**config.mk**
```make
export PLATFORM = sky130hd
export DESIGN_NAME = group_run_length_decoder
export DESIGN_NICKNAME = d
export VERILOG_FILES = /design/src/rtl/grld_pkg.sv /design/src/rtl/grld_ram.sv /design/src/rtl/group_run_length_decoder.sv
export SDC_FILE = /design/constraint.sdc
export NUM_CORES = 2
export LEC_CHECK = 0
export ABC_AREA = 1
export BUFFER_PORTS_ARGS = -buffer_cell sky130_fd_sc_hd__buf_2
export CORE_UTILIZATION = 25
export DETAILED_ROUTE_END_ITERATION = 10
export GPL_TIMING_DRIVEN = 1
export PLACE_DENSITY = 0.34
export SKIP_CTS_REPAIR_TIMING = 1
export SKIP_LAST_GASP = 1
export SYNTH_ARGS = -nofsm -noshare
export SYNTH_HDL_FRONTEND = slang
export SYNTH_SLANG_ARGS = --single-unit
```
**constraint.sdc**
```tcl
create_clock -name clk -period 4.3 [get_ports clk]
set_clock_uncertainty 0.05 [all_clocks]
set_input_delay 0.215 -clock clk [delete_from_list [all_inputs] [get_ports clk]]
set_output_delay 0.215 -clock clk [all_outputs]
set_load 0.01 [all_outputs]
```
**src/rtl/grld_pkg.sv**
```systemverilog
// ----------------------------------------------------------------------------
// grld_pkg
// shared types and constants of the group run-length decoder
// ----------------------------------------------------------------------------
package grld_pkg;

	localparam int LINE_MAX   = 128;
	localparam int COUNT_BITS = 16;

	localparam int ADDR_W = $clog2(LINE_MAX);
	localparam int POS_W  = $clog2(LINE_MAX + 1);
	localparam int ACC_W  = COUNT_BITS + 4;

	localparam logic [COUNT_BITS-1:0] COUNT_SAT = {COUNT_BITS{1'b1}};

	localparam logic [7:0] CH_ZERO = 8'd48;
	localparam logic [7:0] CH_NINE = 8'd57;
	localparam logic [7:0] CH_NL   = 8'd10;

	localparam logic REQ_LOAD = 1'b0;
	localparam logic REQ_TICK = 1'b1;

	typedef struct packed {
		logic       req_type;
		logic [7:0] char_code;
	} grld_req_t;

	typedef struct packed {
		logic [7:0] out_char;
		logic       is_last;
	} grld_rsp_t;

	typedef enum logic {
		ST_IDLE,
		ST_EVAL
	} grld_state_t;

	typedef enum logic [1:0] {
		SC_TOP,
		SC_COUNT,
		SC_SKIP
	} grld_scan_t;

endpackage

```
**src/rtl/grld_ram.sv**
```systemverilog
// ----------------------------------------------------------------------------
// grld_ram
// generic simple dual-port ram, one write port, one registered read port
// ----------------------------------------------------------------------------
module grld_ram #(
	parameter  int WIDTH = 8,
	parameter  int DEPTH = 128,
	localparam int AW    = $clog2(DEPTH)
) (
	input  logic             clk,
	input  logic             we,
	input  logic [AW-1:0]    waddr,
	input  logic [WIDTH-1:0] wdata,
	input  logic             re,
	input  logic [AW-1:0]    raddr,
	output logic [WIDTH-1:0] rdata
);

	logic [WIDTH-1:0] mem_q [DEPTH];

	always_ff @(posedge clk) begin
		if (we) begin
			mem_q[waddr] <= wdata;
		end
		if (re) begin
			rdata <= mem_q[raddr];
		end
	end

endmodule

```
**src/rtl/group_run_length_decoder.sv**
```systemverilog
// ----------------------------------------------------------------------------
// group_run_length_decoder
// decodes one line of count-prefixed character groups from a line store
// ----------------------------------------------------------------------------
// A line is loaded one character per request (req_type load); a newline ends
// it and switches to emitting. Loads never raise busy; loads during emitting
// and ticks during loading are dropped without a result.
// In the emitting phase each tick request returns one decoded character with
// a one-cycle done strobe; the receiver cannot stall, so rsp must be captured
// in the cycle done is high. A tick raises busy while the walk reads the line
// store: one read for the returned character, plus one per count digit,
// one where a count ends or is found missing, one per skipped character of a
// dropped group plus one where that group ends, and one at the end of each
// pass over a repeated group. Done rises as busy falls. The walk is paced by
// the single line store read port, which delivers one character per cycle
// from a registered read. The closing newline is returned with is_last set,
// after which a new line can be loaded. Counts saturate at 2^COUNT_BITS-1,
// characters past LINE_MAX are dropped, and a group with no count or a zero
// count is skipped.
// ----------------------------------------------------------------------------
module group_run_length_decoder
	import grld_pkg::*;
(
	input  logic      clk,
	input  logic      arst_n,
	input  logic      start,
	output logic      busy,
	input  grld_req_t req,
	output logic      done,
	output grld_rsp_t rsp
);

	// control and walk state
	grld_state_t           state_q, state_d;
	grld_scan_t            scan_q, scan_d;
	logic                  emitting_q, emitting_d;
	logic [POS_W-1:0]      len_q, len_d;
	logic [POS_W-1:0]      rp_q, rp_d;
	logic [POS_W-1:0]      gs_q, gs_d;
	logic [COUNT_BITS-1:0] rl_q, rl_d;
	logic [COUNT_BITS-1:0] acc_q, acc_d;

	// result register
	logic      done_q, done_d;
	grld_rsp_t rsp_q, rsp_d;

	// line store port signals
	logic              ram_we;
	logic              ram_re;
	logic [7:0]        ram_rdata;

	// decode of the character under the read position
	logic             accepted;
	logic             in_line;
	logic             is_digit;
	logic             at_group;
	logic [ACC_W-1:0] acc_wide;
	logic [ACC_W-1:0] acc_sum;
	logic [COUNT_BITS-1:0] acc_sat;

	assign accepted = start && (state_q == ST_IDLE);
	assign busy     = (state_q != ST_IDLE);
	assign done     = done_q;
	assign rsp      = rsp_q;

	// read data belongs to rp_q while evaluating; only written entries count
	assign in_line  = (rp_q < len_q);
	assign is_digit = (ram_rdata >= CH_ZERO) && (ram_rdata <= CH_NINE);
	assign at_group = in_line && !is_digit;

	// count step: acc * 10 + digit, saturating
	assign acc_wide = ACC_W'(acc_q);
	assign acc_sum  = (acc_wide << 3) + (acc_wide << 1) + ACC_W'(ram_rdata[3:0]);
	assign acc_sat  = (acc_sum > ACC_W'(COUNT_SAT)) ? COUNT_SAT
	                                                : acc_sum[COUNT_BITS-1:0];

	// loads never overlap reads: reads only happen while emitting
	assign ram_we = accepted && (req.req_type == REQ_LOAD) && !emitting_q &&
	                (req.char_code != CH_NL) && (len_q < POS_W'(LINE_MAX));
	assign ram_re = (state_d == ST_EVAL);

	grld_ram #(
		.WIDTH (8),
		.DEPTH (LINE_MAX)
	) u_line_store (
		.clk   (clk),
		.we    (ram_we),
		.waddr (len_q[ADDR_W-1:0]),
		.wdata (req.char_code),
		.re    (ram_re),
		.raddr (rp_d[ADDR_W-1:0]),
		.rdata (ram_rdata)
	);

	always_ff @(posedge clk or negedge arst_n) begin
		if (!arst_n) begin
			state_q    <= ST_IDLE;
			scan_q     <= SC_TOP;
			emitting_q <= 1'b0;
			len_q      <= '0;
			rp_q       <= '0;
			gs_q       <= '0;
			rl_q       <= '0;
			acc_q      <= '0;
			done_q     <= 1'b0;
		end else begin
			state_q    <= state_d;
			scan_q     <= scan_d;
			emitting_q <= emitting_d;
			len_q      <= len_d;
			rp_q       <= rp_d;
			gs_q       <= gs_d;
			rl_q       <= rl_d;
			acc_q      <= acc_d;
			done_q     <= done_d;
		end
	end

	always_ff @(posedge clk) begin
		if (done_d) begin
			rsp_q <= rsp_d;
		end
	end

	always_comb begin
		state_d    = state_q;
		scan_d     = scan_q;
		emitting_d = emitting_q;
		len_d      = len_q;
		rp_d       = rp_q;
		gs_d       = gs_q;
		rl_d       = rl_q;
		acc_d      = acc_q;
		done_d     = 1'b0;
		rsp_d      = '{out_char: ram_rdata, is_last: 1'b0};

		unique case (state_q)
			ST_IDLE: begin
				if (accepted) begin
					if (req.req_type == REQ_LOAD) begin
						if (!emitting_q) begin
							if (req.char_code == CH_NL) begin
								// line complete, start the walk from the top
								emitting_d = 1'b1;
								rp_d       = '0;
								gs_d       = '0;
								rl_d       = '0;
								acc_d      = '0;
								scan_d     = SC_TOP;
							end else if (ram_we) begin
								len_d = len_q + POS_W'(1);
							end
						end
					end else if (emitting_q) begin
						// tick: fetch the character at the read position
						state_d = ST_EVAL;
					end
				end
			end

			ST_EVAL: begin
				priority if (rl_q != '0) begin
					// inside a repeated group
					if (at_group) begin
						rsp_d.out_char = ram_rdata;
						done_d         = 1'b1;
						rp_d           = rp_q + POS_W'(1);
						state_d        = ST_IDLE;
					end else begin
						// end of one repetition
						rl_d = rl_q - COUNT_BITS'(1);
						if (rl_q != COUNT_BITS'(1)) begin
							rp_d = gs_q;
						end
					end
				end else if (scan_q == SC_TOP && !in_line) begin
					// end of line: closing newline, back to loading
					rsp_d      = '{out_char: CH_NL, is_last: 1'b1};
					done_d     = 1'b1;
					emitting_d = 1'b0;
					len_d      = '0;
					rp_d       = '0;
					gs_d       = '0;
					acc_d      = '0;
					state_d    = ST_IDLE;
				end else if (scan_q != SC_SKIP) begin
					// count parse, top of a group counts as an empty count
					if (in_line && is_digit) begin
						acc_d  = acc_sat;
						rp_d   = rp_q + POS_W'(1);
						scan_d = SC_COUNT;
					end else begin
						gs_d  = rp_q;
						acc_d = '0;
						if (acc_q == '0 || !at_group) begin
							scan_d = SC_SKIP;
						end else begin
							rl_d   = acc_q;
							scan_d = SC_TOP;
						end
					end
				end else begin
					// dropped group: walk over its characters
					if (at_group) begin
						rp_d = rp_q + POS_W'(1);
					end else begin
						scan_d = SC_TOP;
					end
				end
			end

			default: begin
				state_d = ST_IDLE;
			end
		endcase
	end

	// a result only follows an evaluation step
	assert property (@(posedge clk) disable iff (!arst_n)
		done_q |-> $past(state_q == ST_EVAL))
		else $error("result strobe without evaluation step");

	// the closing newline carries the newline code
	assert property (@(posedge clk) disable iff (!arst_n)
		(done_q && rsp_q.is_last) |-> (rsp_q.out_char == CH_NL))
		else $error("last result is not a newline");

	// the line length is frozen while emitting
	assert property (@(posedge clk) disable iff (!arst_n)
		emitting_q |=> (!emitting_q || $stable(len_q)))
		else $error("line length changed while emitting");

	// the walk never passes the end of the line
	assert property (@(posedge clk) disable iff (!arst_n)
		rp_q <= len_q)
		else $error("read position beyond line length");

	// repeats and evaluation only exist in the emitting phase
	assert property (@(posedge clk) disable iff (!arst_n)
		(rl_q != '0 || state_q == ST_EVAL) |-> emitting_q)
		else $error("walk active outside emitting phase");

endmodule
```
Word level (Yosys, flattened, before mapping)
Memory sizes are Yosys's and may differ from the RTL's. A register that Yosys moved wholly into a read port is not among the register bits.
Index checks and enable logic that the tools add are counted.
{ "totals": {"ff_bits": 70, "mem_bits_rw": 1024, "input_bits": 12, "output_inout_bits": 11, "wordCells": 155, "n_memories": 1} }
{ "classes": {"addsub": 5, "magnitude_cmp": 5, "eq_ne": 24, "muxes": 81, "bitwise_logic": 2, "reduce_logical": 25} }
{ "memory_table": {"columns": ["name", "words", "word_bits", "rd", "rd_clocked_by_memory_dff", "wr", "line", "source"], "rows": [
  ["u_line_store.mem_q", 128, 8, 1, 1, 1, "grld_ram.sv:19", "logic [WIDTH-1:0] mem_q [DEPTH];"]
]} }
{ "op_table": {"columns": ["operator", "n"], "rows": [
  ["$mux W16", 15],
  ["$mux W8", 27],
  ["$pmux W16 S2", 2],
  ["$pmux W8 S2", 3],
  ["$reduce_and A7 Y1", 4],
  ["$add A19 B17 Y20", 1],
  ["$add A20 B4 Y20", 1],
  ["$gt A20 B16 Y1 const B", 1],
  ["$mux W2", 10],
  ["$mux W1", 19],
  ["$mux W9", 2],
  ["$add A8 B1 Y8 const B", 2],
  ["$logic_not A16 Y1", 1],
  ["$ne A16 B1 Y1 const B", 1],
  ["$ne A2 B2 Y1 const B", 8],
  ["$reduce_bool A16 Y1", 1],
  ["$sub A16 B1 Y16 const B", 1],
  ["$ne A3 B3 Y1 const B", 5],
  ["$logic_and A1 B1 Y1", 9],
  ["$reduce_and A9 Y1", 1],
  ["$eq A8 B4 Y1 const B", 1],
  ["$ge A8 B6 Y1 const B", 1],
  ["$le A8 B6 Y1 const B", 1],
  ["$lt A8 B8 Y1", 1],
  ["17 further kinds", 24]
]} }

Depth between registers and ports, before layout
{ "logic_depth": {"depth_word": 12, "depth_mapped": 27, "ltp_nobuf": 25} }

Modules after synthesis
From an unflattened synthesis, not the netlist that was laid out.
{ "hier_totals": {"cells_unflattened": 4377, "hier_area_um2": 47810.9} }
{ "by_module_without_submodules": {"columns": ["module", "n_inst", "cells_per_inst", "area_each_um2"], "rows": [
  ["grld_ram", 1, 3575, 42184.2],
  ["group_run_length_decoder", 1, 802, 5626.6]
]} }

Worst setup path after synthesis
No wires, ideal clock.
{ "synth_timing": {"path_kind": "register to register", "start": "register rl_q[0]", "end": "register u_line_store.rdata[0] (read register of u_line_store.mem_q) (enable)", "setup_ns": 0.347, "t_arrival_ns": 2.846, "setup_slack_ns": 1.057, "path_stages_with_launch": 14, "path_buffers": 1, "period_less_slack_ns": 3.243, "cell_sequence": "dfrtp_1 -> inv_1 -> ha_1 -> nand2_1 -> nor2_2 -> nand2_1 -> inv_2 -> nand3b_4 -> inv_1 -> nor2_1 -> inv_1 -> clkbuf_1 -> o21ai_0 -> a21oi_1"} }
{ "synth_via": {"word_cells_on_any_way": 8, "classes_between": "1 x eq/ne; 6 x mux; 1 x reduce/logical"} }
{ "synth_rtl": {"columns": ["element", "line", "source"], "rows": [
  ["from (decl)", "group_run_length_decoder.sv:40", "logic [COUNT_BITS-1:0] rl_q, rl_d;"],
  ["from (signal assigned)", "group_run_length_decoder.sv:113", "rl_q <= rl_d;"],
  ["$reduce_bool A16 Y1", "group_run_length_decoder.sv:162", "priority if (rl_q != '0) begin"],
  ["$mux W1", "group_run_length_decoder.sv:162", null],
  ["$pmux W1 S2", "group_run_length_decoder.sv:137", "unique case (state_q)"],
  ["via ram_re", "group_run_length_decoder.sv:49", "logic ram_re;"],
  ["to (decl)", "grld_ram.sv:16", "output logic [WIDTH-1:0] rdata"]
]} }
The timed path passes the listed nets, and every way through them passes these cells. The select of a mux whose other input is x is not followed.
A chain may end at the register's enable or synchronous reset.

Worst setup path after layout
{ "layout_timing": {"start": "register u_line_store.rdata[2] (read register of u_line_store.mem_q)", "end": "register u_line_store.rdata[3] (read register of u_line_store.mem_q), data pin"} }
{ "layout_via": {"elab_chain_cells": 9, "word_cells_on_any_way": 16, "classes_between": "2 x order compare; 10 x mux; 4 x reduce/logical"} }
{ "layout_rtl": {"columns": ["element", "line", "source"], "rows": [
  ["$ge A8 B6 Y1 or $le A8 B6 Y1 (tied branches)", "group_run_length_decoder.sv:68", "assign is_digit = (ram_rdata >= CH_ZERO) && (ram_rdata <= CH_NINE);"],
  ["$logic_and A1 B1 Y1 *", "group_run_length_decoder.sv:68", null],
  ["$logic_not A1 Y1", "group_run_length_decoder.sv:69", "assign at_group = in_line && !is_digit;"],
  ["$logic_and A1 B1 Y1", "group_run_length_decoder.sv:69", null],
  ["$mux W8", "group_run_length_decoder.sv:204", "if (at_group) begin"],
  ["$mux W8", "group_run_length_decoder.sv:186", "end else if (scan_q != SC_SKIP) begin"],
  ["$mux W8", "group_run_length_decoder.sv:176", "end else if (scan_q == SC_TOP && !in_line) begin"],
  ["$mux W8", "group_run_length_decoder.sv:162", null],
  ["$pmux W8 S2", "group_run_length_decoder.sv:137", null]
]} }
Mark *: on every way between the ends. The rest lies on a longest branch, timed or not. The select of a mux whose other input is x is not followed.

==> results_dict.tcl <==
set metrics [dict create \
    syn_inst 4853 \
    core_mm2 0.200 \
    ys_seq_area_share_pct 64.8 \
    violations "negative hold slack" \
    worstPathArrival_ns 4.75 \
    clk_pin_slew_ns 0.06 \
    wl_per_cell_um 23.9 \
    hold_viol 2 \
    fin_ws_ns 0.156 \
    syn_nets 4909 \
    final.min_clock_period_ns 4.14 \
    cp.required_ns 4.90 \
    synth_area_leaders "edfxtp_1 62%, nand3_1 10%, nand2_1 7.1%" \
    synth_compound_area_share_pct 2.16 \
    path_max_fanout 24 \
    fin_util_pct 29.9 \
    start_util_pct 25.2 \
    p_per_area_mw_per_mm2 788 \
    cts_buffers 140 \
    r2r_start "u_line_store.rdata[2]" \
    avgSynthCellArea_um2 10.4 \
    worstSetupPathType "reg2reg" \
    h-tree-depth 4 \
    ys_async_sr_fraction_pct 5.54 \
    muxShareOfSynthArea_pct 0 \
    min_from "req[0]" \
    hold_class "in2reg" \
    yosys_register_bits 1102 \
    final_cells 7736 \
    die-area_mm2 0.204 \
    worst_hold_path.endpoint "u_line_store.mem_q[39][0]" \
    synthXorXnorAreaFrac_pct 0.433 \
    maxSlewHeadroom_pct 25.7 \
    ys_types 47 \
    synth_area_leader_cell "edfxtp_1" \
    fin_crit_sh_pct 96.4 \
    synthAdderAreaFrac_pct 1.12 \
    ff2ff_path_depth 21 \
    dp_hpwl_mm 109 \
    die_w_um 452 \
    synthFlopType "edfxtp_1" \
    numPortBuffers 22 \
    yosys.area_share.simple_pct 23.9 \
    start_kind "flop" \
    tightest_slew_ns 1.11 \
    rsz0062_at_grt "true" \
    cp-startpoint "u_line_store.rdata[2]" \
    clock_path_buffers 3 \
    grt_pass1_vias 35700 \
    io_pins 23 \
    cts_root_buf "clkbuf_16" \
    gr-usage-all-layers_pct 17.6 \
    dr.first_iter.drc_count 2883 \
    end_kind "flop" \
    core.rowCount 164 \
    r2r_end "u_line_store.rdata[3]" \
    vias_per_cell 4.58 \
    vias 35400 \
    tritoncts "done" \
    dpl.cell_count 7475 \
    p_leak_nw 23.3 \
    grt_pass1_wl_mm 261 \
    num-fill-cells 20700 \
    synth_top_area_share_pct 61.8 \
    synth_edf_count 1041 \
    finalSetupViolCount 0 \
    fmax_ghz 0.241 \
    grt-ovfl-total 0 \
    maxSlewViolCount 0 \
    clock_latency_ns 0.80 \
    layout-drive-gt1-share_pct 9.57 \
    yosysWarnings 0 \
    tns_ns 0 \
    area_growth_syn_to_layout_pct 18.5 \
    maxCapViolCount 0 \
    antenna_found_initial 6 \
    rrSetupSlack_ns 0.16 \
    peakVddDrop_uv 673 \
    finish.net_count 5032 \
    hold_slack_ns -0.0121 \
    die_h_um 452 \
    cts.sink_count 1102 \
    wl_mm 185 \
    status "finished with violations" \
    synth_area_mm2 0.0506 \
    first_pass_iters 7 \
    layout_commonest_cell "edfxtp_1" \
    drc 0 \
    grt_max_degree 129 \
    dpl_worst_slack_ns 0.0270 \
    min_path_cells 2 \
    final_cell_mix "1041 x edfxtp_1, 1014 x nand3_1, 942 x nand2_1, 679 x inv_1, 320 x nand3b_1" \
    synth_top_family_by_area "simple AND/OR/NAND/NOR gates" \
    ant_nets 0 \
    gp_congestion 0.784 \
]
## worst max-delay path: stages, from the launching register on
cell and delay (ns):
edfxtp_1 0.61, nor2_1 0.17, nor2_1 0.05, nor2_1 0.20
inv_1 0.12, nand3_1 0.16, buf_4 0.19, nor2_1 0.05
o21ai_0 0.17, nand2_1 0.16, a21boi_4 0.20, buf_12 0.24
buf_16 0.24, buf_4 0.17, nand3_1 0.15, nand3_1 0.11
nand3_1 0.10, nand3_1 0.15, nand3_1 0.23, nand2_1 0.15
nand2_1 0.14, nand2_1 0.12
## report_power, final
group	total, mW	switching, mW	internal (mW)
registers	12.3	0.255	12.0
logic	23.8	16.6	7.21
clock network	11.2	4.81	6.41
total	47.3	21.6	25.7
## worst max path at each step
stage                                  endpoint  slack (ns)  cells after the start
after floorplan           u_line_store.rdata[0]        1.06                     13
after global placement    u_line_store.rdata[7]       -0.03                     21
after detailed placement  u_line_store.rdata[7]        0.03                     23
after CTS                 u_line_store.rdata[7]      0.0008                     23
after global routing      u_line_store.rdata[5]       -0.12                     23
final                     u_line_store.rdata[3]        0.16                     21
## stage by stage
step	area (um^2)	power, mW
floorplan	50600	25.0
global placement	55300	35.8
detailed placement	55300	35.6
CTS	59600	47.0
global route	60000	50.1
finish	60000	47.3
## layout make-up
type | instances | area [um^2] | area share [%]
Inverter | 690 | 2600 | 4.34
Clock inverter | 63 | 518 | 0.864
Antenna cell | 2 | 5.00 | 0.00834
Tap cell | 2656 | 3320 | 5.54
Clock buffer | 181 | 3720 | 6.20
Sequential cell | 1102 | 32800 | 54.7
Multi-Input combinational cell | 2782 | 14200 | 23.6
Timing Repair Buffer | 260 | 2870 | 4.78
## synthesized netlist by cell type (all sizes together) (2+ instances only)
cell	count
nand3	1026
nand3b	321
clkinv	3
or2	10
nand2	953
inv	687
a31oi	7
buf	156
xnor2	3
o21ai	61
a221oi	2
o22ai	13
nor3	12
nor4	5
o21bai	2
nand4	8
o211ai	22
o31ai	5
a21oi	51
edfxtp	1041
nor2	198
a22oi	2
clkbuf	123
o2111ai	6
a22o	2
dfrtp	61
fa	2
xor2	22
ha	42
## kinds of logic after synthesis
| group | after synthesis |
|---|---|
| AOI/OAI and AO/OA | 180 |
| xor gates and xnor gates | 25 |
| adders and majority gates | 44 |
| buffers and inverters | 969 |
| DFF | 1102 |
| and+or+nand+nor | 2533 |
## state kept, by name, summed over array words and instances (netlist names)
signal,flops
u_line_store.mem_q,1024
acc_q,16
rl_q,16
rsp,9
gs_q,8
len_q,8
rp_q,8
u_line_store.rdata,8
scan_q,2
busy,1
done,1
emitting_q,1
## routing by layer
layer	global-route usage [%]	wire [um]	up-vias
li1	-	-	16800
met1	24.7	87500	17700
met2	28.0	85200	728
met3	2.76	7280	227
met4	4.85	4690	2
met5	0	9	-
(Power assumes the default switching activity.)
